<file path="src/design/frsp_pkg.sv">
// Shared types, constants and item builders for the FASTQ record stream parser.
package frsp_pkg;

  localparam int NAME_BYTES  = 256;
  localparam int LENGTH_BITS = 24;
  localparam int NAME_AW     = $clog2(NAME_BYTES);
  localparam int NC_W        = $clog2(NAME_BYTES + 1);
  localparam int RC_W        = $clog2(NAME_BYTES + 2);
  localparam int OUT_DEPTH   = 4;
  localparam int OUT_PW      = $clog2(OUT_DEPTH);
  localparam int OUT_CW      = $clog2(OUT_DEPTH + 1);

  localparam logic [7:0] CHAR_AT   = 8'h40;
  localparam logic [7:0] CHAR_PLUS = 8'h2B;
  localparam logic [7:0] CHAR_LF   = 8'h0A;
  localparam logic [7:0] CHAR_CR   = 8'h0D;
  localparam logic [6:0] CHAR_CR7  = CHAR_CR[6:0];

  typedef enum logic [2:0] {
    KIND_NAME,
    KIND_SEQ,
    KIND_QUAL,
    KIND_REC_END,
    KIND_STREAM_END
  } kind_e;

  typedef enum logic [2:0] {
    ERR_NONE,
    ERR_NO_AT,
    ERR_NO_PLUS,
    ERR_HDR_MISMATCH,
    ERR_LEN_MISMATCH,
    ERR_PREMATURE_END,
    ERR_NON_ASCII,
    ERR_CAPACITY
  } err_e;

  typedef struct packed {
    kind_e                  kind;
    logic [6:0]             payload;
    logic [LENGTH_BITS-1:0] seq_len;
    logic                   hdr;
    err_e                   err;
  } item_t;

  typedef struct packed {
    logic [1:0] cnt;
    item_t      item0;
    item_t      item1;
    logic       cmp_en;
    logic [6:0] cmp_byte;
    logic       cmp_ok;
    logic       probe_en;
    logic       probe_ok;
    logic       use_cr;
    logic       chk_hdr;
    logic       hdr_rep;
    logic       hdr_len_bad;
    logic       clr_mis;
  } plan_t;

  typedef struct packed {
    logic               we;
    logic [NAME_AW-1:0] waddr;
    logic [6:0]         wdata;
    logic               re;
    logic [NAME_AW-1:0] raddr;
  } ram_req_t;

  typedef struct packed {
    logic  two;
    item_t item0;
    item_t item1;
  } entry_t;

  function automatic item_t byte_item(kind_e k, logic [6:0] b);
    item_t it;
    it         = '0;
    it.kind    = k;
    it.payload = b;
    it.err     = ERR_NONE;
    return it;
  endfunction

  function automatic item_t end_item(err_e e);
    item_t it;
    it      = '0;
    it.kind = KIND_STREAM_END;
    it.err  = e;
    return it;
  endfunction

  function automatic item_t rec_item(logic [LENGTH_BITS-1:0] len, logic hdr);
    item_t it;
    it         = '0;
    it.kind    = KIND_REC_END;
    it.seq_len = len;
    it.hdr     = hdr;
    it.err     = ERR_NONE;
    return it;
  endfunction

endpackage

</file>
<file path="src/design/frsp_name_ram.sv">
// Record name store: one write port, one registered read port.
module frsp_name_ram
  import frsp_pkg::*;
(
  input  logic       clk_i,
  input  ram_req_t   req_i,
  output logic [6:0] rdata_o
);

  logic [6:0] mem [NAME_BYTES];
  logic [6:0] rdata_q;

  always_ff @(posedge clk_i) begin
    if (req_i.we) begin
      mem[req_i.waddr] <= req_i.wdata;
    end
    if (req_i.re) begin
      rdata_q <= mem[req_i.raddr];
    end
  end

  assign rdata_o = rdata_q;

endmodule

</file>
<file path="src/design/frsp_parse.sv">
// Line walker: tracks record phase and counters, plans results and name store accesses.
module frsp_parse
  import frsp_pkg::*;
(
  input  logic       clk_i,
  input  logic       rst_ni,
  input  logic       in_valid_i,
  input  logic       in_stall_i,
  input  logic [7:0] data_byte_i,
  input  logic       end_of_file_i,
  output ram_req_t   ram_req_o,
  output logic       s1_valid_o,
  output plan_t      plan_o
);

  typedef enum logic [1:0] {
    PH_NAME,
    PH_SEQ,
    PH_PLUS,
    PH_QUAL
  } phase_e;

  phase_e                 phase_q, phase_d;
  logic                   start_q, start_d;
  logic                   held_q, held_d;
  logic [NC_W-1:0]        nc_q, nc_d;
  logic [RC_W-1:0]        rc_q, rc_d;
  logic [LENGTH_BITS-1:0] seq_q, seq_d;
  logic [LENGTH_BITS-1:0] qual_q, qual_d;
  err_e                   err_q, err_d;
  logic                   s1_valid_q;
  plan_t                  plan_q, pl;
  ram_req_t               req;
  logic                   accept;
  logic                   go, stop, qfin, act;
  logic [6:0]             c7, ch;

  function automatic plan_t add_item(plan_t p, item_t it);
    plan_t r;
    r = p;
    if (r.cnt == 2'd0) begin
      r.item0 = it;
    end else begin
      r.item1 = it;
    end
    r.cnt = r.cnt + 2'd1;
    return r;
  endfunction

  assign accept = in_valid_i & ~in_stall_i;
  assign c7     = data_byte_i[6:0];

  always_comb begin
    phase_d = phase_q;
    start_d = start_q;
    held_d  = held_q;
    nc_d    = nc_q;
    rc_d    = rc_q;
    seq_d   = seq_q;
    qual_d  = qual_q;
    err_d   = err_q;
    pl      = '0;
    req     = '0;
    go      = 1'b0;
    stop    = 1'b0;
    qfin    = 1'b0;
    act     = 1'b0;
    ch      = '0;
    if (err_q != ERR_NONE) begin
      pl = add_item(pl, end_item(err_q));
    end else if (end_of_file_i) begin
      held_d = 1'b0;
      if (phase_q == PH_QUAL && !start_q) begin
        qfin = 1'b1;
      end else if (phase_q == PH_NAME && start_q) begin
        pl = add_item(pl, end_item(ERR_NONE));
      end else begin
        err_d = ERR_PREMATURE_END;
        pl    = add_item(pl, end_item(ERR_PREMATURE_END));
      end
    end else if (data_byte_i[7]) begin
      held_d = 1'b0;
      err_d  = ERR_NON_ASCII;
      pl     = add_item(pl, end_item(ERR_NON_ASCII));
    end else if (data_byte_i == CHAR_LF) begin
      held_d  = 1'b0;
      start_d = 1'b1;
      case (phase_q)
        PH_NAME: begin
          if (start_q) begin
            err_d = ERR_NO_AT;
            pl    = add_item(pl, end_item(ERR_NO_AT));
          end else begin
            phase_d = PH_SEQ;
          end
        end
        PH_SEQ: begin
          phase_d = PH_PLUS;
        end
        PH_PLUS: begin
          if (start_q) begin
            err_d = ERR_NO_PLUS;
            pl    = add_item(pl, end_item(ERR_NO_PLUS));
          end else begin
            pl.chk_hdr     = 1'b1;
            pl.hdr_rep     = (rc_q != '0);
            pl.hdr_len_bad = (rc_q != RC_W'(nc_q));
            phase_d        = PH_QUAL;
          end
        end
        default: begin
          qfin = 1'b1;
        end
      endcase
    end else begin
      go = 1'b1;
      if (start_q) begin
        start_d = 1'b0;
        if (phase_q == PH_NAME) begin
          go = 1'b0;
          if (data_byte_i != CHAR_AT) begin
            err_d = ERR_NO_AT;
            pl    = add_item(pl, end_item(ERR_NO_AT));
          end
        end else if (phase_q == PH_PLUS) begin
          go = 1'b0;
          if (data_byte_i != CHAR_PLUS) begin
            err_d = ERR_NO_PLUS;
            pl    = add_item(pl, end_item(ERR_NO_PLUS));
          end
        end
      end
      held_d = 1'b0;
      for (int k = 0; k < 2; k++) begin
        if (k == 0) begin
          act = held_q;
          ch  = CHAR_CR7;
        end else begin
          act = go && !stop && (c7 != CHAR_CR7);
          ch  = c7;
        end
        if (act) begin
          case (phase_q)
            PH_NAME: begin
              if (nc_d >= NC_W'(NAME_BYTES)) begin
                err_d = ERR_CAPACITY;
                pl    = add_item(pl, end_item(ERR_CAPACITY));
                stop  = 1'b1;
              end else begin
                if (k == 1) begin
                  req.we    = 1'b1;
                  req.waddr = nc_d[NAME_AW-1:0];
                  req.wdata = ch;
                end
                nc_d = nc_d + NC_W'(1);
                pl   = add_item(pl, byte_item(KIND_NAME, ch));
              end
            end
            PH_SEQ: begin
              if (&seq_d) begin
                err_d = ERR_CAPACITY;
                pl    = add_item(pl, end_item(ERR_CAPACITY));
                stop  = 1'b1;
              end else begin
                seq_d = seq_d + LENGTH_BITS'(1);
                pl    = add_item(pl, byte_item(KIND_SEQ, ch));
              end
            end
            PH_PLUS: begin
              if (k == 0) begin
                pl.use_cr = 1'b1;
              end else begin
                req.re      = 1'b1;
                req.raddr   = rc_d[NAME_AW-1:0];
                pl.cmp_en   = 1'b1;
                pl.cmp_byte = ch;
                pl.cmp_ok   = (rc_d < RC_W'(nc_d));
              end
              if (rc_d <= RC_W'(NAME_BYTES)) begin
                rc_d = rc_d + RC_W'(1);
              end
            end
            default: begin
              if (&qual_d) begin
                err_d = ERR_CAPACITY;
                pl    = add_item(pl, end_item(ERR_CAPACITY));
                stop  = 1'b1;
              end else begin
                qual_d = qual_d + LENGTH_BITS'(1);
                pl     = add_item(pl, byte_item(KIND_QUAL, ch));
              end
            end
          endcase
        end
      end
      // hold CR: park it in the store ahead of time, or probe the name byte it would meet
      if (go && !stop && (c7 == CHAR_CR7)) begin
        held_d = 1'b1;
        if (phase_q == PH_NAME && nc_d < NC_W'(NAME_BYTES)) begin
          req.we    = 1'b1;
          req.waddr = nc_d[NAME_AW-1:0];
          req.wdata = CHAR_CR7;
        end else if (phase_q == PH_PLUS) begin
          req.re      = 1'b1;
          req.raddr   = rc_d[NAME_AW-1:0];
          pl.probe_en = 1'b1;
          pl.probe_ok = (rc_d < RC_W'(nc_d));
        end
      end
    end
    if (qfin) begin
      start_d = 1'b1;
      held_d  = 1'b0;
      if (qual_q != seq_q) begin
        err_d = ERR_LEN_MISMATCH;
        pl    = add_item(pl, end_item(ERR_LEN_MISMATCH));
      end else begin
        pl         = add_item(pl, rec_item(seq_q, rc_q != '0));
        pl.clr_mis = 1'b1;
        phase_d    = PH_NAME;
        nc_d       = '0;
        rc_d       = '0;
        seq_d      = '0;
        qual_d     = '0;
        if (end_of_file_i) begin
          pl = add_item(pl, end_item(ERR_NONE));
        end
      end
    end
  end

  always_ff @(posedge clk_i or negedge rst_ni) begin
    if (!rst_ni) begin
      phase_q    <= PH_NAME;
      start_q    <= 1'b1;
      held_q     <= 1'b0;
      nc_q       <= '0;
      rc_q       <= '0;
      seq_q      <= '0;
      qual_q     <= '0;
      err_q      <= ERR_NONE;
      s1_valid_q <= 1'b0;
    end else begin
      s1_valid_q <= accept;
      if (accept) begin
        phase_q <= phase_d;
        start_q <= start_d;
        held_q  <= held_d;
        nc_q    <= nc_d;
        rc_q    <= rc_d;
        seq_q   <= seq_d;
        qual_q  <= qual_d;
        err_q   <= err_d;
      end
    end
  end

  always_ff @(posedge clk_i) begin
    if (accept) begin
      plan_q <= pl;
    end
  end

  always_comb begin
    ram_req_o    = req;
    ram_req_o.we = req.we & accept;
    ram_req_o.re = req.re & accept;
  end

  assign s1_valid_o = s1_valid_q;
  assign plan_o     = plan_q;

endmodule

</file>
<file path="src/design/frsp_check.sv">
// Second-header compare against the name store and the resulting sticky mismatch error.
module frsp_check
  import frsp_pkg::*;
(
  input  logic       clk_i,
  input  logic       rst_ni,
  input  logic       s1_valid_i,
  input  plan_t      plan_i,
  input  logic [6:0] rdata_i,
  output logic       push_o,
  output entry_t     entry_o
);

  logic mis_q, crmis_q, sticky3_q;
  logic mis_next, cmp_mis, err3;

  assign cmp_mis  = plan_i.cmp_en & (~plan_i.cmp_ok | (rdata_i != plan_i.cmp_byte));
  assign mis_next = mis_q | (plan_i.use_cr & crmis_q) | cmp_mis;
  assign err3     = plan_i.chk_hdr & plan_i.hdr_rep & (mis_q | plan_i.hdr_len_bad);

  always_comb begin
    entry_o = '0;
    if (sticky3_q || err3) begin
      entry_o.two   = 1'b0;
      entry_o.item0 = end_item(ERR_HDR_MISMATCH);
      push_o        = s1_valid_i;
    end else begin
      entry_o.two   = (plan_i.cnt == 2'd2);
      entry_o.item0 = plan_i.item0;
      entry_o.item1 = plan_i.item1;
      push_o        = s1_valid_i & (plan_i.cnt != 2'd0);
    end
  end

  always_ff @(posedge clk_i or negedge rst_ni) begin
    if (!rst_ni) begin
      mis_q     <= 1'b0;
      crmis_q   <= 1'b0;
      sticky3_q <= 1'b0;
    end else if (s1_valid_i) begin
      mis_q     <= plan_i.clr_mis ? 1'b0 : mis_next;
      sticky3_q <= sticky3_q | err3;
      if (plan_i.probe_en) begin
        crmis_q <= ~plan_i.probe_ok | (rdata_i != CHAR_CR7);
      end
    end
  end

endmodule

</file>
<file path="src/design/frsp_out_fifo.sv">
// Result queue: an entry per input with items; one item per unstalled cycle.
module frsp_out_fifo
  import frsp_pkg::*;
(
  input  logic              clk_i,
  input  logic              rst_ni,
  input  logic              push_i,
  input  entry_t            entry_i,
  input  logic              out_stall_i,
  output logic              out_valid_o,
  output item_t             item_o,
  output logic              last_o,
  output logic [OUT_CW-1:0] count_o
);

  entry_t            mem [OUT_DEPTH];
  entry_t            head;
  logic [OUT_PW-1:0] wr_ptr_q, rd_ptr_q;
  logic [OUT_CW-1:0] cnt_q;
  logic              sub_q;
  logic              adv, pop;

  assign head        = mem[rd_ptr_q];
  assign out_valid_o = (cnt_q != '0);
  assign item_o      = sub_q ? head.item1 : head.item0;
  assign last_o      = ~head.two | sub_q;
  assign adv         = out_valid_o & ~out_stall_i;
  assign pop         = adv & last_o;
  assign count_o     = cnt_q;

  always_ff @(posedge clk_i) begin
    if (push_i) begin
      mem[wr_ptr_q] <= entry_i;
    end
  end

  always_ff @(posedge clk_i or negedge rst_ni) begin
    if (!rst_ni) begin
      wr_ptr_q <= '0;
      rd_ptr_q <= '0;
      cnt_q    <= '0;
      sub_q    <= 1'b0;
    end else begin
      if (push_i) begin
        wr_ptr_q <= wr_ptr_q + OUT_PW'(1);
      end
      if (pop) begin
        rd_ptr_q <= rd_ptr_q + OUT_PW'(1);
      end
      if (adv) begin
        sub_q <= ~last_o;
      end
      cnt_q <= cnt_q + OUT_CW'(push_i) - OUT_CW'(pop);
    end
  end

endmodule

</file>
<file path="src/design/fastq_record_stream_parser_unit.sv">
// FASTQ record stream parser top level: line walker, name store, header check, result queue.
//
// Input channel: one transaction per text byte (data_byte_i) or an end-of-file marker
// (end_of_file_i). Output channel: one transaction per result item: name, sequence or
// quality byte, record end with sequence length, or stream end / error with a code.
// last_of_run_o marks the final item caused by one input transaction.
// A transaction's first item is registered in the parse stage, then queued, then offered.
// Throughput: one input transaction per cycle while each one yields at most one item and
// the receiver does not stall; unstalled, the output drains one item per cycle, so
// transactions that yield two items (a held CR released with the next byte, or record end
// followed by stream end) slow the input to the output rate. The name store has one write
// port and one registered read port; its compare result lands one stage after the input.
// Reset: returns to the start of a record with no error; the queue empties and name
// store contents are left as they are (only bytes of the current record are compared).
// Receiver stall: up to four transactions' results wait in the queue; in_stall_o rises
// when the queue plus the transaction in flight could not take one more.
// Errors are sticky: after one, every transaction yields one error item until reset.
module fastq_record_stream_parser_unit
  import frsp_pkg::*;
(
  input  logic                   clk_i,
  input  logic                   rst_ni,
  input  logic                   in_valid_i,
  output logic                   in_stall_o,
  input  logic [7:0]             data_byte_i,
  input  logic                   end_of_file_i,
  output logic                   out_valid_o,
  input  logic                   out_stall_i,
  output logic [2:0]             item_kind_o,
  output logic [6:0]             payload_byte_o,
  output logic [LENGTH_BITS-1:0] sequence_length_o,
  output logic                   second_header_present_o,
  output logic [2:0]             error_code_o,
  output logic                   last_of_run_o
);

  ram_req_t          ram_req;
  logic [6:0]        rdata;
  logic              s1_valid;
  plan_t             plan;
  logic              push;
  entry_t            entry;
  item_t             item;
  logic [OUT_CW-1:0] count;

  assign in_stall_o = (({1'b0, count} + (OUT_CW + 1)'(s1_valid)) >= (OUT_CW + 1)'(OUT_DEPTH));

  frsp_parse u_parse (
    .clk_i        (clk_i),
    .rst_ni       (rst_ni),
    .in_valid_i   (in_valid_i),
    .in_stall_i   (in_stall_o),
    .data_byte_i  (data_byte_i),
    .end_of_file_i(end_of_file_i),
    .ram_req_o    (ram_req),
    .s1_valid_o   (s1_valid),
    .plan_o       (plan)
  );

  frsp_name_ram u_name_ram (
    .clk_i  (clk_i),
    .req_i  (ram_req),
    .rdata_o(rdata)
  );

  frsp_check u_check (
    .clk_i     (clk_i),
    .rst_ni    (rst_ni),
    .s1_valid_i(s1_valid),
    .plan_i    (plan),
    .rdata_i   (rdata),
    .push_o    (push),
    .entry_o   (entry)
  );

  frsp_out_fifo u_out_fifo (
    .clk_i      (clk_i),
    .rst_ni     (rst_ni),
    .push_i     (push),
    .entry_i    (entry),
    .out_stall_i(out_stall_i),
    .out_valid_o(out_valid_o),
    .item_o     (item),
    .last_o     (last_of_run_o),
    .count_o    (count)
  );

  assign item_kind_o             = item.kind;
  assign payload_byte_o          = item.payload;
  assign sequence_length_o       = item.seq_len;
  assign second_header_present_o = item.hdr;
  assign error_code_o            = item.err;

endmodule

</file>
<file path="config.mk">
export PLATFORM = sky130hd
export DESIGN_NAME = fastq_record_stream_parser_unit
export DESIGN_NICKNAME = d
export VERILOG_FILES = /design/src/design/frsp_pkg.sv /design/src/design/frsp_name_ram.sv /design/src/design/frsp_parse.sv /design/src/design/frsp_check.sv /design/src/design/frsp_out_fifo.sv /design/src/design/fastq_record_stream_parser_unit.sv
export SDC_FILE = /design/constraint.sdc
export NUM_CORES = 2
export LEC_CHECK = 0
export ABC_AREA = 1
export BUFFER_PORTS_ARGS = -buffer_cell sky130_fd_sc_hd__buf_4
export CORE_ASPECT_RATIO = 1.2
export CORE_MARGIN = 8
export CORE_UTILIZATION = 57
export CTS_CLUSTER_DIAMETER = 50
export CTS_CLUSTER_SIZE = 10
export DETAILED_ROUTE_END_ITERATION = 10
export GPL_TIMING_DRIVEN = 0
export PLACE_DENSITY = 0.76
export SETUP_SLACK_MARGIN = 0.4
export SLEW_MARGIN = 40
export SYNTH_ARGS = -nofsm -noshare
export SYNTH_HDL_FRONTEND = slang
export SYNTH_SLANG_ARGS = --single-unit
</file>
<file path="constraint.sdc">
create_clock -name clk_i -period 10.3 [get_ports clk_i]
set_input_delay 1.03 -clock clk_i [delete_from_list [all_inputs] [get_ports clk_i]]
set_output_delay 1.03 -clock clk_i [all_outputs]
set_load 0.02 [all_outputs]
</file>
==> results.cfg <==
[timing]
final_number_of_max_transition_violations = 0
fin_ws_ns = 4.033
max_slew_margin = 0.3389
timing.clock.skew_ns = 0.08234
max_freq_mhz = 159.6
post-route-min-period_ns = 6.267
report.final.setup_viol = 0
timing.final.crit_share = 0.6084
grt_setup_unrepaired = no
report.final.hold_viol_count = 0
timing_worst_slew_pin_value_ns = 0.9917

[clock_tree]
number_of_buffers_on_the_longest_clock_path = 4
htree_num_levels = 5
clkLatencyLatePin_ns = 0.95
clock_tree.root_cell = sky130_fd_sc_hd__clkbuf_16
post_cts_buffers = 0
tritoncts.num_buffers = 284
tritoncts = done
cts.clk_slew.worst_paths_ns = 0.05
cts_sinks = 2281

[detailed_routing]
wl_per_cell_um = 26.29
drtAntennaViolNets = 0
route.detailed.drc = 0
detailed_route_via_count = 84710
detailedRoute.firstIterationViolations = 12450
drt-vias-per-instance = 6.133
detailedRoute.firstPassIterationCount = 7
detail_route.wirelength_um = 363200

[grt]
grt_pass1_wl_um = 519200
pin_count_of_the_biggest_net_entering_global_routing = 86
globalRoute.totalOverflow = 0
antenna_found_initial = 12
grt.total_usage = 0.3572
first_global_vias = 80510

[setup_path]
criticalPathCategory = reg2reg
worst_ep_arrival_time_ns = 6.80
cp-end-kind = flop
worstPathRequired_ns = 10.83
timing.critical_path.from_type = flop
max_stage_delay_ns = 0.54
path_buf_inv = 5
cpLargestDelayFamily = simple AND/OR/NAND/NOR gates
timing.critical_path.fanout_max = 10
critical_path.slowest_cell = sky130_fd_sc_hd__clkbuf_2

[finish]
share_of_post_route_cells_with_drive_strength_above_1 = 0.07363
finalNonFillerCells = 13810
growth_of_design_area_from_synthesis_to_finish_pct = 13.22
mostFrequentLayoutCell = sky130_fd_sc_hd__nand2_1
leading_cell_types_in_the_layout_fill_and_taps_excluded = 4580 x sky130_fd_sc_hd__nand2_1, 2196 x sky130_fd_sc_hd__edfxtp_1, 1183 x sky130_fd_sc_hd__nand3_1, 786 x sky130_fd_sc_hd__nor2_1, 434 x sky130_fd_sc_hd__clkbuf_1
num-nets-final = 11360

[logic_synthesis]
synth-warning-count = 0
ys_dominant_reg_cell = sky130_fd_sc_hd__edfxtp_1
postSynthAreaPerCell_um2 = 9.628
syn-instance-count = 10830
synthArstFlopShare = 0.03726
netlist_top_cells_area = sky130_fd_sc_hd__edfxtp_1 63%, sky130_fd_sc_hd__nand2_1 16%, sky130_fd_sc_hd__nand3_1 5.7%
syn_nets = 10890
synth_seq_cells = 2281
syn-cell-area_mm2 = 0.1043
synth-edff-count = 2196
synth.yosys.seq_area_share = 0.6526
synth.lib_cells_used.distinct = 61
area_share_of_the_largest_cell_type_after_synthesis = 0.6322
cell_accounting_for_the_most_synthesized_area = sky130_fd_sc_hd__edfxtp_1

[placement]
port-buffer-count = 50
post_dp_hpwl_um = 264800
numPlacedInstances = 13450
gpl.final_weighted_congestion = 1.050
placement.setup.worst_slack_ns = 4.063

[floorplan]
floorplan.die_area_mm2 = 0.1970
start_util = 0.5716
floorplan_die_width_um = 406.5
overall_die_height_um = 484.6
placementRows = 172
num_io_pins = 54
core_mm2 = 0.1825

[min_path]
hold_path_class = in2reg

[run_status]
run_status = finished, final reports clean

[flow_run]
maxCapViolCount = 0

[power]
peakVddDrop_v = 0.0001952
cellPowerDensity_mw_per_mm2 = 185.1
leakage_nw = 50.03
==> repair_timing <==
item                                   in CTS  in global routing
resized for setup                           0                  0
hold buffers                                0                  1
endpoints found under the hold margin       0                 19
==> registers in the layout, indices dropped and copies added, names as in the netlist, 2 cells and up <==
register	count
u_name_ram.mem	1792
u_name_ram.rdata_o	7
u_out_fifo.count_o	3
u_out_fifo.mem	304
u_out_fifo.rd_ptr_q	2
u_out_fifo.wr_ptr_q	2
u_parse.err_q	3
u_parse.nc_q	9
u_parse.phase_q	2
u_parse.plan_o	93
u_parse.qual_q	24
u_parse.rc_q	9
u_parse.seq_q	24
==> synth_stat cells, types with 2 or more instances <==
cell and number:
sky130_fd_sc_hd__clkinv_1 3, sky130_fd_sc_hd__xnor2_1 9, sky130_fd_sc_hd__nand2_1 4580, sky130_fd_sc_hd__o41ai_1 5, sky130_fd_sc_hd__nor2_4 8, sky130_fd_sc_hd__dfrtp_1 84, sky130_fd_sc_hd__buf_1 40, sky130_fd_sc_hd__edfxtp_1 2196
sky130_fd_sc_hd__nand3_1 1183, sky130_fd_sc_hd__nor4_1 14, sky130_fd_sc_hd__nor2_1 817, sky130_fd_sc_hd__o21bai_1 3, sky130_fd_sc_hd__clkbuf_1 427, sky130_fd_sc_hd__nand2_2 14, sky130_fd_sc_hd__xor2_1 93, sky130_fd_sc_hd__o211ai_1 13
sky130_fd_sc_hd__o31ai_1 3, sky130_fd_sc_hd__nand3b_1 4, sky130_fd_sc_hd__a221o_1 2, sky130_fd_sc_hd__inv_1 349, sky130_fd_sc_hd__o21ai_1 5, sky130_fd_sc_hd__or2_2 6, sky130_fd_sc_hd__o21ai_2 2, sky130_fd_sc_hd__nor3_2 3
sky130_fd_sc_hd__ha_1 39, sky130_fd_sc_hd__a21oi_1 119, sky130_fd_sc_hd__inv_2 23, sky130_fd_sc_hd__o221ai_1 2, sky130_fd_sc_hd__a41oi_1 2, sky130_fd_sc_hd__o22ai_1 45, sky130_fd_sc_hd__nor2_2 17, sky130_fd_sc_hd__nor3_1 87
sky130_fd_sc_hd__nand3_2 4, sky130_fd_sc_hd__nand4_1 51, sky130_fd_sc_hd__o21ai_0 327, sky130_fd_sc_hd__buf_2 185, sky130_fd_sc_hd__a31oi_1 46
==> tightest hold or removal path, delay by kind of cell <==
family,cells,cell delay [ns]
and+or+nand+nor,2,0.13
AOI/OAI and AO/OA,1,0.05
buffers and inverters,1,0.08
==> final cells by class <==
| class | instances | area, um2 |
|---|---|---|
| Inverter | 375 | 1408 |
| Sequential cell | 2281 | 68070 |
| Buffer | 654 | 2741 |
| Clock inverter | 24 | 250.2 |
| Multi-Input combinational cell | 7524 | 32340 |
| Fill cell | 14050 | 64400 |
| Timing Repair Buffer | 185 | 2918 |
| Tap cell | 2436 | 3048 |
| Clock buffer | 324 | 7300 |
| Antenna cell | 9 | 22.52 |
==> per-layer routing <==
layer	part of all wire	GRT usage
met1	0.33	0.4233
met2	0.46	0.5652
met3	0.12	0.08385
met4	0.095	0.2697
met5	0.000052	0
==> worst paths after layout <==
check	depth (start not counted)	end	slack, ns	startpoint
min in group asynchronous	2	u_parse.seq_q[15]$_DFFE_PN0P_	0.58	rst_ni
worst max-delay path	26	u_name_ram.mem[106][5]$_DFFE_PP_	4.03	u_parse.qual_q[0]$_DFFE_PN0P_
max in group asynchronous	3	u_parse.seq_q[7]$_DFFE_PN0P_	9.07	rst_ni
worst max register to register	26	u_name_ram.mem[106][5]$_DFFE_PP_	4.03	u_parse.qual_q[0]$_DFFE_PN0P_
worst min register to register	1	u_check.mis_q$_DFFE_PN0P_	0.46	u_parse.plan_o[0]$_SDFFCE_PN0P_
worst min-delay path	4	u_out_fifo.sub_q$_DFFE_PN0P_	0.39	out_stall_i
==> kinds of logic (layout without fill, tap and decap cells) <==
kind of cell	count (synthesis)	after routing	share of synthesized area
AO/OA/AOI/OAI	585	585	0.03070
XOR/XNOR	103	103	0.008721
adder cells (fa/ha/maj)	40	40	0.004870
buffers and inverters	1029	1562	0.03936
flip-flops	2281	2281	0.6526
multiplexers	1	1	0.00009597
other	0	9	0
AND/OR/NAND/NOR	6795	6795	0.2637
==> where the power goes <==
part           switching, mW  internal (mW)
sequential             0.138           10.5
combinational           1.88          0.758
clock                   3.60           5.00
total                   5.61           16.3
==> stage by stage <==
step / TNS [ns] / area (um2) / hold slack (ns) / utilization / total power, mW
2_1_floorplan: -564.96 / 104300 / 0.3988 / - / 12.27
3_3_place_gp: - / 107700 / 0.4197 / 0.5903 / 13.28
3_5_place_dp: 0 / 110400 / 0.4538 / 0.6051 / 13.40
4_1_cts: 0 / 118000 / 0.1471 / 0.6465 / 21.82
5_1_grt: 0 / 118100 / 0.3706 / 0.6470 / 22.39
6_report: 0 / 118100 / 0.3946 / 0.6471 / 21.86
(Power assumes the default switching activity.)
